==> config.mk <==
export PLATFORM = sky130hd
export DESIGN_NAME = bfpa_ctrl
export DESIGN_NICKNAME = d
export VERILOG_FILES = /design/src/hdl/bfpa_pkg.sv /design/src/hdl/bfpa_ctrl.sv
export SDC_FILE = /design/constraint.sdc
export NUM_CORES = 1
export LEC_CHECK = 0
export BUFFER_PORTS_ARGS = -buffer_cell sky130_fd_sc_hd__buf_2
export CORE_AREA = 2 2 39 41
export CTS_BUF_LIST = sky130_fd_sc_hd__clkbuf_16
export DETAILED_ROUTE_END_ITERATION = 16
export DIE_AREA = 0 0 41 43
export PLACE_DENSITY = 0.49
export SLEW_MARGIN = 20
export SYNTH_ARGS = -nofsm -noshare
export SYNTH_HDL_FRONTEND = slang
export SYNTH_SLANG_ARGS = --single-unit
==> constraint.sdc <==
create_clock -name clk_i -period 3.7 [get_ports clk_i]
set_clock_uncertainty 0.1 [all_clocks]
set_input_delay 0.555 -clock clk_i [delete_from_list [all_inputs] [get_ports clk_i]]
set_output_delay 0.555 -clock clk_i [all_outputs]
set_load 0.005 [all_outputs]
==> src/hdl/bfpa_pkg.sv <==
// Shared constants, codes and types for the best-fit page allocator.
// No dependencies; used by bfpa_ctrl, bfpa_dp and best_fit_page_allocator.
package bfpa_pkg;

  localparam int MAP_PAGES   = 1024;
  localparam int COUNT_WIDTH = 8;

  localparam int OPCODE_W = 3;
  localparam int INDEX_W  = 10;
  localparam int NCOUNT_W = 11;
  localparam int FFP_W    = 11;
  localparam int STATUS_W = 3;
  localparam int OUTCNT_W = 8;

  localparam logic [OPCODE_W-1:0] OP_INIT   = 3'd0;
  localparam logic [OPCODE_W-1:0] OP_ALLOC  = 3'd1;
  localparam logic [OPCODE_W-1:0] OP_FREE   = 3'd2;
  localparam logic [OPCODE_W-1:0] OP_INCREF = 3'd3;
  localparam logic [OPCODE_W-1:0] OP_DECREF = 3'd4;
  localparam logic [OPCODE_W-1:0] OP_GETREF = 3'd5;

  localparam logic [STATUS_W-1:0] ST_OK      = 3'd0;
  localparam logic [STATUS_W-1:0] ST_NOFIT   = 3'd1;
  localparam logic [STATUS_W-1:0] ST_RANGE   = 3'd2;
  localparam logic [STATUS_W-1:0] ST_ZERO    = 3'd3;
  localparam logic [STATUS_W-1:0] ST_PARTIAL = 3'd4;
  localparam logic [STATUS_W-1:0] ST_BADCNT  = 3'd5;
  localparam logic [STATUS_W-1:0] ST_SAT     = 3'd6;

  // Commands from the controller to the datapath.
  typedef enum logic [2:0] {
    CMD_NONE,
    CMD_LOAD,
    CMD_RD,
    CMD_EVAL,
    CMD_WR,
    CMD_CLEAR,
    CMD_EMIT
  } cmd_e;

  // Status from the datapath to the controller.
  typedef struct packed {
    logic pre_err;
    logic is_init;
    logic sweep_done;
    logic do_write;
  } stat_t;

endpackage

==> src/hdl/bfpa_ctrl.sv <==
// Controller state machine of the page allocator; issues commands to bfpa_dp.
// Depends on bfpa_pkg.
module bfpa_ctrl (
  input  logic            clk_i,
  input  logic            rst_ni,
  input  logic            in_valid_i,
  output logic            in_ready_o,
  output logic            out_valid_o,
  input  logic            out_ready_i,
  input  bfpa_pkg::stat_t stat_i,
  output bfpa_pkg::cmd_e  cmd_o
);

  typedef enum logic [2:0] {
    S_CLR,
    S_IDLE,
    S_SCAN,
    S_DRAIN,
    S_EVAL,
    S_WRITE,
    S_DONE
  } state_e;

  state_e state_q, state_d;
  logic   out_valid_q, out_valid_d;

  always_comb begin
    state_d     = state_q;
    cmd_o       = bfpa_pkg::CMD_NONE;
    out_valid_d = out_valid_q && !out_ready_i;
    case (state_q)
      S_CLR: begin
        if (stat_i.sweep_done) begin
          state_d = S_IDLE;
        end else begin
          cmd_o = bfpa_pkg::CMD_CLEAR;
        end
      end
      S_IDLE: begin
        if (in_valid_i) begin
          cmd_o = bfpa_pkg::CMD_LOAD;
          if (stat_i.is_init) begin
            state_d = S_WRITE;
          end else if (stat_i.pre_err) begin
            state_d = S_DONE;
          end else begin
            state_d = S_SCAN;
          end
        end
      end
      S_SCAN: begin
        if (stat_i.sweep_done) begin
          state_d = S_DRAIN;
        end else begin
          cmd_o = bfpa_pkg::CMD_RD;
        end
      end
      S_DRAIN: begin
        state_d = S_EVAL;
      end
      S_EVAL: begin
        cmd_o   = bfpa_pkg::CMD_EVAL;
        state_d = stat_i.do_write ? S_WRITE : S_DONE;
      end
      S_WRITE: begin
        if (stat_i.sweep_done) begin
          state_d = S_DONE;
        end else begin
          cmd_o = bfpa_pkg::CMD_WR;
        end
      end
      S_DONE: begin
        if (!out_valid_q || out_ready_i) begin
          cmd_o       = bfpa_pkg::CMD_EMIT;
          out_valid_d = 1'b1;
          state_d     = S_IDLE;
        end
      end
      default: begin
        state_d = S_IDLE;
      end
    endcase
  end

  always_ff @(posedge clk_i or negedge rst_ni) begin
    if (!rst_ni) begin
      state_q     <= S_CLR;
      out_valid_q <= 1'b0;
    end else begin
      state_q     <= state_d;
      out_valid_q <= out_valid_d;
    end
  end

  assign in_ready_o  = (state_q == S_IDLE);
  assign out_valid_o = out_valid_q;

endmodule

# ---- Word-level counts from Yosys, hierarchy flattened
# Index checks and enable logic that the tools add are counted.
dict set report word_totals {
  register_bits 4
  in_bits 8
  out_inout_bits 5
  elab_cells 36
}
dict set report op_classes {
  n_eq_ne 11
  muxes 17
  n_reduce_logical 6
}
# operator n
set ops {}
lappend ops {{$mux 3} 10}
lappend ops {{$pmux 3 s7} 1}
lappend ops {{$pmux 3 s6} 1}
lappend ops {{$ne 2x2->1 const B} 5}
lappend ops {{$eq 3x3->1 const B} 3}
lappend ops {{$eq 3x2->1 const B} 2}
lappend ops {{$reduce_and 5->1} 1}
lappend ops {{$mux 2} 2}
lappend ops {{$eq 3x1->1 const B} 1}
lappend ops {{$logic_not 3->1} 1}
lappend ops {{$mux 1} 3}
lappend ops {{$logic_not 1->1} 2}
lappend ops {{$logic_and 1x1->1} 1}
lappend ops {{$logic_or 1x1->1} 1}

# ---- Logic depth before layout (Yosys ltp)
# Gate-level depths: netlist of run 1.
dict set report logic_depth {
  word_depth 4
  mapped_depth 5
  mapped_depth_nobuf 4
}

# ---- Worst setup path before layout of run 1
# Ideal clock, no wire load.
dict set report synth_timing {
  path_type {input-to-output}
  startpoint {in stat_i[1] (netlist name)}
  endpoint {out cmd_o[2]}
  arrival_time_ps 1098
  required_time_ps 3045
  setup_slack_ps 1947
  stages 4
  path_buffers 0
  path_cell_list {or2_4 -> nor2_1 -> a31oi_1 -> o22ai_1}
}
dict set report synth_between {
  elab_chain_len 2
  elab_cells_between_ends 3
  classes_between {mux (3)}
}
# element line_no
set synth_rtl {}
lappend synth_rtl {{start, declared} bfpa_ctrl.sv:10} ;# input bfpa_pkg::stat_t stat_i,
lappend synth_rtl {{$mux 3 (on tied branches)} {bfpa_ctrl.sv:66, bfpa_ctrl.sv:33}}
lappend synth_rtl {{$pmux 3 s6 (*)} bfpa_ctrl.sv:31} ;# case (state_q)
lappend synth_rtl {{end, declared} bfpa_ctrl.sv:11} ;# output bfpa_pkg::cmd_e cmd_o
# Every way passes the cells marked *; elsewhere a longest branch is shown, timed or not.

# ---- Worst setup path after layout of run 1
dict set report layout_timing {
  startpoint {reg state_q[2]}
  endpoint {out cmd_o[2]}
}
dict set report layout_between {
  elab_chain_len 2
  elab_cells_between_ends 7
  classes_between {eq/ne (5); mux (1); reduce/logical (1)}
}
# element line_no
set layout_rtl {}
lappend layout_rtl {{start, declared} bfpa_ctrl.sv:24} ;# state_e state_q, state_d;
lappend layout_rtl {{start signal, assigned} bfpa_ctrl.sv:90} ;# state_q <= state_d;
lappend layout_rtl {{$eq 3x3->1, or another cell as far along} bfpa_ctrl.sv:31}
lappend layout_rtl {{$pmux 3 s6 (*)} bfpa_ctrl.sv:31}
# Marks and branches as above.

==> Implementation_results.wiki, run 1 <==
{| class="wikitable"
! Metric !! Value
|-
| Run status || completed
|-
| CTS max path bufs || 2
|-
| Element type at the critical path end || output port
|-
| Clock root buffer master || sky130_fd_sc_hd__clkbuf_16
|-
| TritonCTS sink count || 4
|-
| Total power divided by cell area || 1030 nW/um^2
|-
| Pin count of the biggest net entering global routing || 14
|-
| Count of cells along the worst register-to-register path || 4
|-
| Max stage delay on crit path || 0.53 ns
|-
| Library cell occupying the most area in the post-synthesis netlist || sky130_fd_sc_hd__dfrtp_1
|-
| DRC marker count from the first detailed-route iteration || 5
|-
| Area post-placement || approximately 430 um^2
|-
| Synth unique cells || 24
|-
| DR DRC count || 0
|-
| Type of element launching the critical path || register
|-
| Category of the critical setup timing path || register to output port
|-
| Headroom to the max-slew limit || 0.695
|-
| Main area contributors after synthesis || sky130_fd_sc_hd__dfrtp_1, sky130_fd_sc_hd__o211ai_4, sky130_fd_sc_hd__nand2b_1, sky130_fd_sc_hd__nor2_1, sky130_fd_sc_hd__a21oi_2
|-
| Cell chain of the critical path || or2_4 -> nor2_1 -> a31oi_1 -> o22ai_1 -> buf_2
|-
| Number of cells in the finished layout apart from fillers || 71
|-
| Dpl hpwl || just under 600 um
|-
| Buf/Inv on CP || 1
|-
| First-pass GRT wire length || ~1200 um
|-
| Total gr overflow || 0
|-
| Total iterations of the first detailed-routing run || 4
|-
| Boundary pin count || 13
|-
| Post-placement worst setup slack || between 1.5 and 2 ns
|-
| Routed metal-1 wire length || ~380 um
|-
| TritonCTS clock tree || built
|-
| Seq cells post-synth || 4
|-
| CTS clock-pin slew for the worst setup and hold paths || roughly 0.030 ns
|-
| Total number of yosys warnings || 0
|-
| Top Metal Used || met3
|-
| Total met3 wirelength after detailed routing || approximately 50 um
|-
| Setup WS post-layout || between 1.5 and 2 ns
|-
| Placer's final routability congestion estimate || between 0.7 and 0.8
|-
| Highest Clock Rate || 457 MHz
|-
| Fraction of final layout cells with drive strength greater than 1 || 0.418
|-
| Total number of nets in the final design || 65
|-
| Standard cell with the maximum stage delay on the critical path || sky130_fd_sc_hd__dfrtp_1
|-
| Worst reg2reg path startpoint || state_q[2]
|-
| Post-layout minimum cycle time || 2.19 ns
|-
| Worst-margin pin slew || about 0.46 ns
|-
| TritonCTS buffer count || 3
|-
| MaxCap Viol Count || 0
|-
| Standard-cell rows || 14
|-
| Relative area change from synthesis to final layout || 37.9%
|-
| Mapped Cells || 43
|-
| Worst reg-to-reg setup slack || approximately 2.0 ns
|-
| Net count after synthesis || roughly 50
|-
| Final core area utilization || 0.362
|-
| Horizontal die dimension || 41 um
|-
| Total track usage || 0.105
|-
| Detailed-route via count || around 330
|-
| Capture instance of the worst register-to-register path || state_q[0]
|-
| Via density || 4.62
|-
| Arrival time of the worst setup path || roughly 1.5 ns
|-
| Mean post-synth cell area || about 8.4 um^2
|-
| Worst IR Drop VDD || around 360 uV
|-
| Count of H-tree levels built during CTS || 1
|-
| Static leakage || approximately 0.23 nW
|-
| Standard cell core area || around 1400 um^2
|-
| Unrepaired setup endpoints after global routing || no
|-
| Post-CTS Repair Setup Buffers || 0
|-
| Kind of path behind the tightest hold check || input pin to asynchronous set/reset pin
|-
| Post-synthesis instance area || roughly 360 um^2
|-
| Residual antenna-violating net count after detailed routing || 0
|-
| PortBufs || 12
|-
| Peak fanout along the critical path || 13
|-
| Final Hold Viols || 0
|-
| Total Die Area || around 1800 um^2
|-
| Total non-filler cell area in the finished layout || between 500 and 600 um^2
|-
| Area share of the leading cell type in the synthesized netlist || 0.276
|-
| Setup tns final || 0 ns
|-
| Fraction of the yosys area taken by sequential cells || 0.276
|-
| Number of global-route vias before repair || 300
|-
| Category of cells accounting for the largest share of critical-path delay || flip-flops
|-
| Detail-routed net length per standard cell || around 11 um
|-
| Count of cells resized by post-cts repair || 0
|-
| Initial antenna violation count || 0
|-
| Routed wire length || 786 um
|-
| # placed instances || slightly below 70
|-
| CP required || between 3 and 4 ns
|-
| Cts hold-fix bufs || 0
|-
| Commonest non-fill, non-tap cell in the layout || sky130_fd_sc_hd__buf_2
|-
| Total count of max-transition violations in the final report || 0
|-
| Clock Latency Late Sink || between 0.2 and 0.25 ns
|-
| Crit share post-route || 0.592
|-
| Most frequent cells in the layout || sky130_fd_sc_hd__buf_2, sky130_fd_sc_hd__nor2_1, sky130_fd_sc_hd__nand2_1, sky130_fd_sc_hd__dfrtp_1
|-
| Detail Route met2 WL || 353 um
|-
| Starting density of the core || 0.262
|-
| Count of final setup violators || 0
|-
| Vert. Die Dim || 43 um
|-
| Number of antenna diodes || 0
|}
[where the power goes]
part           total [W]  switching [W]  internal [W]
combinational   0.000222       0.000100      0.000122
sequential      0.000128      0.0000611     0.0000666
clock           0.000165      0.0000270      0.000138
[kinds of logic after synthesis]
group / after synthesis / share of synthesized area
buf+inv: 6 / 0.0793
simple gates: 16 / 0.228
flops: 4 / 0.276
mux: 1 / 0.0414
compound gates: 16 / 0.376
[worst register-to-register path, stage by stage (launching register included)]
cell	delay (ns)
sky130_fd_sc_hd__dfrtp_1	0.53
sky130_fd_sc_hd__or2_4	0.36
sky130_fd_sc_hd__a21oi_2	0.20
sky130_fd_sc_hd__a21oi_2	0.06
sky130_fd_sc_hd__mux2_4	0.29
[cells in the mapped netlist]
| cell | number |
|---|---|
| sky130_fd_sc_hd__or2_4 | 1 |
| sky130_fd_sc_hd__o211ai_4 | 1 |
| sky130_fd_sc_hd__inv_1 | 1 |
| sky130_fd_sc_hd__nor2b_1 | 1 |
| sky130_fd_sc_hd__o22a_1 | 2 |
| sky130_fd_sc_hd__a31oi_1 | 1 |
| sky130_fd_sc_hd__a21o_1 | 1 |
| sky130_fd_sc_hd__nand2_1 | 4 |
| sky130_fd_sc_hd__a221oi_1 | 1 |
| sky130_fd_sc_hd__dfrtp_1 | 4 |
| sky130_fd_sc_hd__inv_2 | 2 |
| sky130_fd_sc_hd__o22ai_1 | 2 |
| sky130_fd_sc_hd__o221ai_1 | 1 |
| sky130_fd_sc_hd__or2b_1 | 1 |
| sky130_fd_sc_hd__a21oi_4 | 1 |
| sky130_fd_sc_hd__buf_2 | 2 |
| sky130_fd_sc_hd__buf_4 | 1 |
| sky130_fd_sc_hd__a21oi_2 | 2 |
| sky130_fd_sc_hd__mux2_4 | 1 |
| sky130_fd_sc_hd__nand3b_1 | 1 |
| sky130_fd_sc_hd__o21ai_0 | 2 |
| sky130_fd_sc_hd__nor2_1 | 5 |
| sky130_fd_sc_hd__a21oi_1 | 2 |
| sky130_fd_sc_hd__nand2b_1 | 3 |
[how the worst max path moves through the flow]
| stage | depth (start not counted) | endpoint | from |
|---|---|---|---|
| 2_1_floorplan | 4 | cmd_o[2] | stat_i[1] |
| 3_3_place_gp | 6 | cmd_o[2] | stat_i[1] |
| 3_5_place_dp | 6 | cmd_o[2] | stat_i[1] |
| 4_1_cts | 5 | cmd_o[2] | state_q[2] |
| 5_1_grt | 4 | cmd_o[1] | state_q[2] |
| 6_report | 5 | cmd_o[2] | state_q[2] |
[registers in the layout, indices dropped and copies added, names as in the netlist]
name and count:
out_valid_o 1, state_q 3
[routing by layer]
layer | up-vias | global-route usage
met5 | - | 0
met4 | 0 | 0.0400
met3 | 0 | 0.0628
met2 | 9 | 0.125
met1 | 144 | 0.148
li1 | 175 | -
[through the flow]
step / hold WS (ns) / power [W]
3_3_place_gp: 0.263 / 0.000354
6_report: 0.0308 / 0.000515
5_1_grt: 0.0357 / 0.000556
2_1_floorplan: 0.159 / 0.000301
4_1_cts: 0.0299 / 0.000520
3_5_place_dp: 0.264 / 0.000352
[area by class of cell]
type | count | area, um^2
Sequential cell | 4 | 100
Multi-Input combinational cell | 33 | 234
Tap cell | 16 | 20.0
Fill cell | 156 | 883
Clock buffer | 3 | 75.1
Timing Repair Buffer | 12 | 60.1
Inverter | 3 | 11.3
Note: power is estimated with default switching activity, not from simulation.
==> inputs of run 2 (changes only) <==
--- a/config.mk
+++ b/config.mk
@@ -10,7 +10,7 @@
 export CTS_BUF_LIST = sky130_fd_sc_hd__clkbuf_16
 export DETAILED_ROUTE_END_ITERATION = 16
 export DIE_AREA = 0 0 41 43
-export PLACE_DENSITY = 0.49
+export PLACE_DENSITY = 0.51
 export SLEW_MARGIN = 20
 export SYNTH_ARGS = -nofsm -noshare
 export SYNTH_HDL_FRONTEND = slang
==> constraint.sdc (replaced) <==
create_clock -name clk_i -period 2 [get_ports clk_i]
set_clock_uncertainty 0.1 [all_clocks]
set_input_delay 0.3 -clock clk_i [delete_from_list [all_inputs] [get_ports clk_i]]
set_output_delay 0.3 -clock clk_i [all_outputs]
set_load 0.005 [all_outputs]
==> run 2 against run 1 <==
Against the previous run: worst setup slack got worse by 1.4 ns; die area unchanged; design area increased by 3.5%.
==> Implementation_results.wiki, run 2 (synthesis results as in run 1) <==
{| class="wikitable"
! Metric !! Value
|-
| Fraction of power consumed by combinational cells || 0.447 (+0.015)
|-
| Clock root buffer master || sky130_fd_sc_hd__clkbuf_16
|-
| Standard cell core area || 1380 um^2 (unchanged)
|-
| Peak fanout along the critical path || 9 (-4)
|-
| Standard cell with the maximum stage delay on the critical path || sky130_fd_sc_hd__dfrtp_1
|-
| Kind of path behind the tightest hold check || input pin to asynchronous set/reset pin
|-
| Arrival time of the worst setup path || 1.48 ns (-0.06 ns)
|-
| Detailed-route via count || 356 (+8.5%)
|-
| Number of global-route vias before repair || 299 (-0.33%)
|-
| Boundary pin count || 13 (unchanged)
|-
| MaxCap Viol Count || 0 (unchanged)
|-
| Category of the critical setup timing path || register to output port
|-
| Total non-filler cell area in the finished layout || 518 um^2 (+3.5%)
|-
| Element type at the critical path end || output port
|-
| # placed instances || 69 (+1.5%)
|-
| Type of element launching the critical path || register
|-
| Worst reg-to-reg setup slack || 0.40 ns (-1.64 ns)
|-
| Number of antenna diodes || 0 (unchanged)
|-
| TritonCTS clock tree || built
|-
| Count of cells resized by post-cts repair || 0 (unchanged)
|-
| Total Die Area || 1760 um^2 (unchanged)
|-
| CP required || 1.60 ns (-1.44 ns)
|-
| Cell-internal power || 0.000618 W (+89%)
|-
| TritonCTS sink count || 4 (unchanged)
|-
| Crit share post-route || 0.941
|-
| TritonCTS buffer count || 3 (unchanged)
|-
| DR DRC count || 0 (unchanged)
|-
| Highest Clock Rate || about 530 MHz
|-
| Initial antenna violation count || 0 (unchanged)
|-
| Starting density of the core || 0.262 (unchanged)
|-
| Total power consumption of the routed design || 0.000973 W (+89%)
|-
| Max stage delay on crit path || 0.49 ns (-0.04 ns)
|-
| Max FFs per register || 3 (unchanged)
|-
| Routed wire length || 826 um (+5.1%)
|-
| Most frequent cells in the layout || sky130_fd_sc_hd__buf_2, sky130_fd_sc_hd__nor2_1, sky130_fd_sc_hd__nand2_1, sky130_fd_sc_hd__dfrtp_1
|-
| Relative area change from synthesis to final layout || 42.8%
|-
| PortBufs || 12 (unchanged)
|-
| Via density || 4.88 (+5.6%)
|-
| Number of cells in the finished layout apart from fillers || 73 (+2.8%)
|-
| Vert. Die Dim || 43 um (unchanged)
|-
| Count of H-tree levels built during CTS || 1 (unchanged)
|-
| Post-CTS Repair Setup Buffers || 0 (unchanged)
|-
| Cell chain of the critical path || or2_4 -> nor2_1 -> a31oi_1 -> o22ai_1 -> buf_2
|-
| Switching share of power || 0.365 (-0.000650)
|-
| Unrepaired setup endpoints after global routing || no
|-
| Setup WS post-layout || 0.118 ns (-1.39 ns)
|-
| Residual antenna-violating net count after detailed routing || 0 (unchanged)
|-
| Net Switching || 0.000355 W (+89%)
|-
| Post-layout minimum cycle time || around 1.9 ns
|-
| First-pass GRT wire length || 1360 um (+11%)
|-
| Detail-routed net length per standard cell || 11.3 um (+2.2%)
|-
| Total power divided by cell area || 1880 nW/um^2 (+83%)
|-
| CTS clock-pin slew for the worst setup and hold paths || 0.03 ns (about the same)
|-
| Total number of nets in the final design || 67 (+3.1%)
|-
| Placer's final routability congestion estimate || 0.742 (+0.75%)
|-
| Headroom to the max-slew limit || 0.755 (+0.0604)
|-
| Standard-cell rows || 14 (unchanged)
|-
| Total count of max-transition violations in the final report || 0 (unchanged)
|-
| Final Hold Viols || 0 (unchanged)
|-
| Fraction of final layout cells with drive strength greater than 1 || 0.421 (+0.00287)
|-
| Count of final setup violators || 0 (unchanged)
|-
| Worst-margin pin slew || 0.368 ns (-0.0907 ns)
|-
| Register ranked first by flip-flop count || state_q
|-
| Setup tns final || 0 ns (unchanged)
|-
| CTS max path bufs || 2 (unchanged)
|-
| FILL cells || 148 (-5.1%)
|-
| Dpl hpwl || 629 um (+7.7%)
|-
| Run status || completed
|-
| Total gr overflow || 0 (unchanged)
|-
| Area post-placement || 433 um^2 (+1.8%)
|-
| Share of total power in sequential cells || 0.232 (-0.016)
|-
| Commonest non-fill, non-tap cell in the layout || sky130_fd_sc_hd__buf_2
|-
| Relative contribution of the clock network to total power || 0.321 (about the same)
|-
| Pin count of the biggest net entering global routing || 12 (-2)
|-
| Clock Latency Late Sink || 0.22 ns (about the same)
|-
| Total track usage || 0.125 (+0.0202)
|-
| Post-placement worst setup slack || 0.367 ns (-1.32 ns)
|-
| DRC marker count from the first detailed-route iteration || 10 (+5)
|-
| Worst IR Drop VDD || 652 uV (+83%)
|-
| Horizontal die dimension || 41 um (unchanged)
|-
| Total iterations of the first detailed-routing run || 4 (unchanged)
|-
| Static leakage || 0.241 nW (+3.8%)
|}
==> run 2: final cells by class <==
cell class	instances	area (um^2)	area share
clock buffer	3	75.1	0.145
inverter	3	11.3	0.0217
multi-input combinational	33	234	0.452
sequential	4	100	0.193
tap	16	20.0	0.0386
timing repair buffer	14	77.6	0.150
==> run 2: layer usage <==
metal  up-vias  wire [um]  GRT usage  part of all wire
li1        184          -          -                 -
met1       158        404      0.178              0.49
met2        12        329      0.131              0.40
met3         2         70     0.0628             0.085
met4         0         21      0.100             0.025
met5         -          0          0                 0
==> run 2: path summary, 6_finish.rpt <==
| check | start | to | depth (start not counted) |
|---|---|---|---|
| setup / recovery | state_q[2] | cmd_o[2] | 5 |
| hold / removal | rst_ni | state_q[1] | 2 |
| setup reg to reg | state_q[2] | state_q[0] | 4 |
| hold reg to reg | out_valid_o | out_valid_o | 2 |
| max in group asynchronous | rst_ni | state_q[0] | 2 |
| min in group clk_i | out_ready_i | out_valid_o | 3 |
==> run 2: per-stage QoR <==
| step | hold slack [ns] | util |
|---|---|---|
| detailed placement | 0.00657 | 0.313 |
| finish | 0.322 | 0.374 |
| global placement | 0.0114 | 0.313 |
| CTS | 0.320 | 0.374 |
| global route | 0.344 | 0.374 |
| floorplan | -0.0956 | - |
==> run 2: power by group through the flow <==
| stage | sequential (W) | clock, W | combinational [W] |
|---|---|---|---|
| 4_1_cts | 0.000226 | 0.000319 | 0.000441 |
| 3_5_place_dp | 0.000226 | 0 | 0.000438 |
| 6_report | 0.000225 | 0.000313 | 0.000435 |
| 5_1_grt | 0.000238 | 0.000325 | 0.000488 |
| 2_1_floorplan | 0.000144 | 0 | 0.000412 |
| 3_3_place_gp | 0.000225 | 0 | 0.000438 |
==> run 2: what timing repair did <==
action                                  CTS  global route
endpoints found under the setup margin    0             0
hold buffers                              1             0
hold endpoints to repair                  4             0
==> run 2: worst max-delay path: cells and delay by family (launching register included) <==
| family | cells | cell delay (ns) |
|---|---|---|
| flip-flops | 1 | 0.49 |
| AND/OR/NAND/NOR | 2 | 0.42 |
| AO/OA/AOI/OAI | 2 | 0.21 |
| buffers and inverters | 1 | 0.13 |
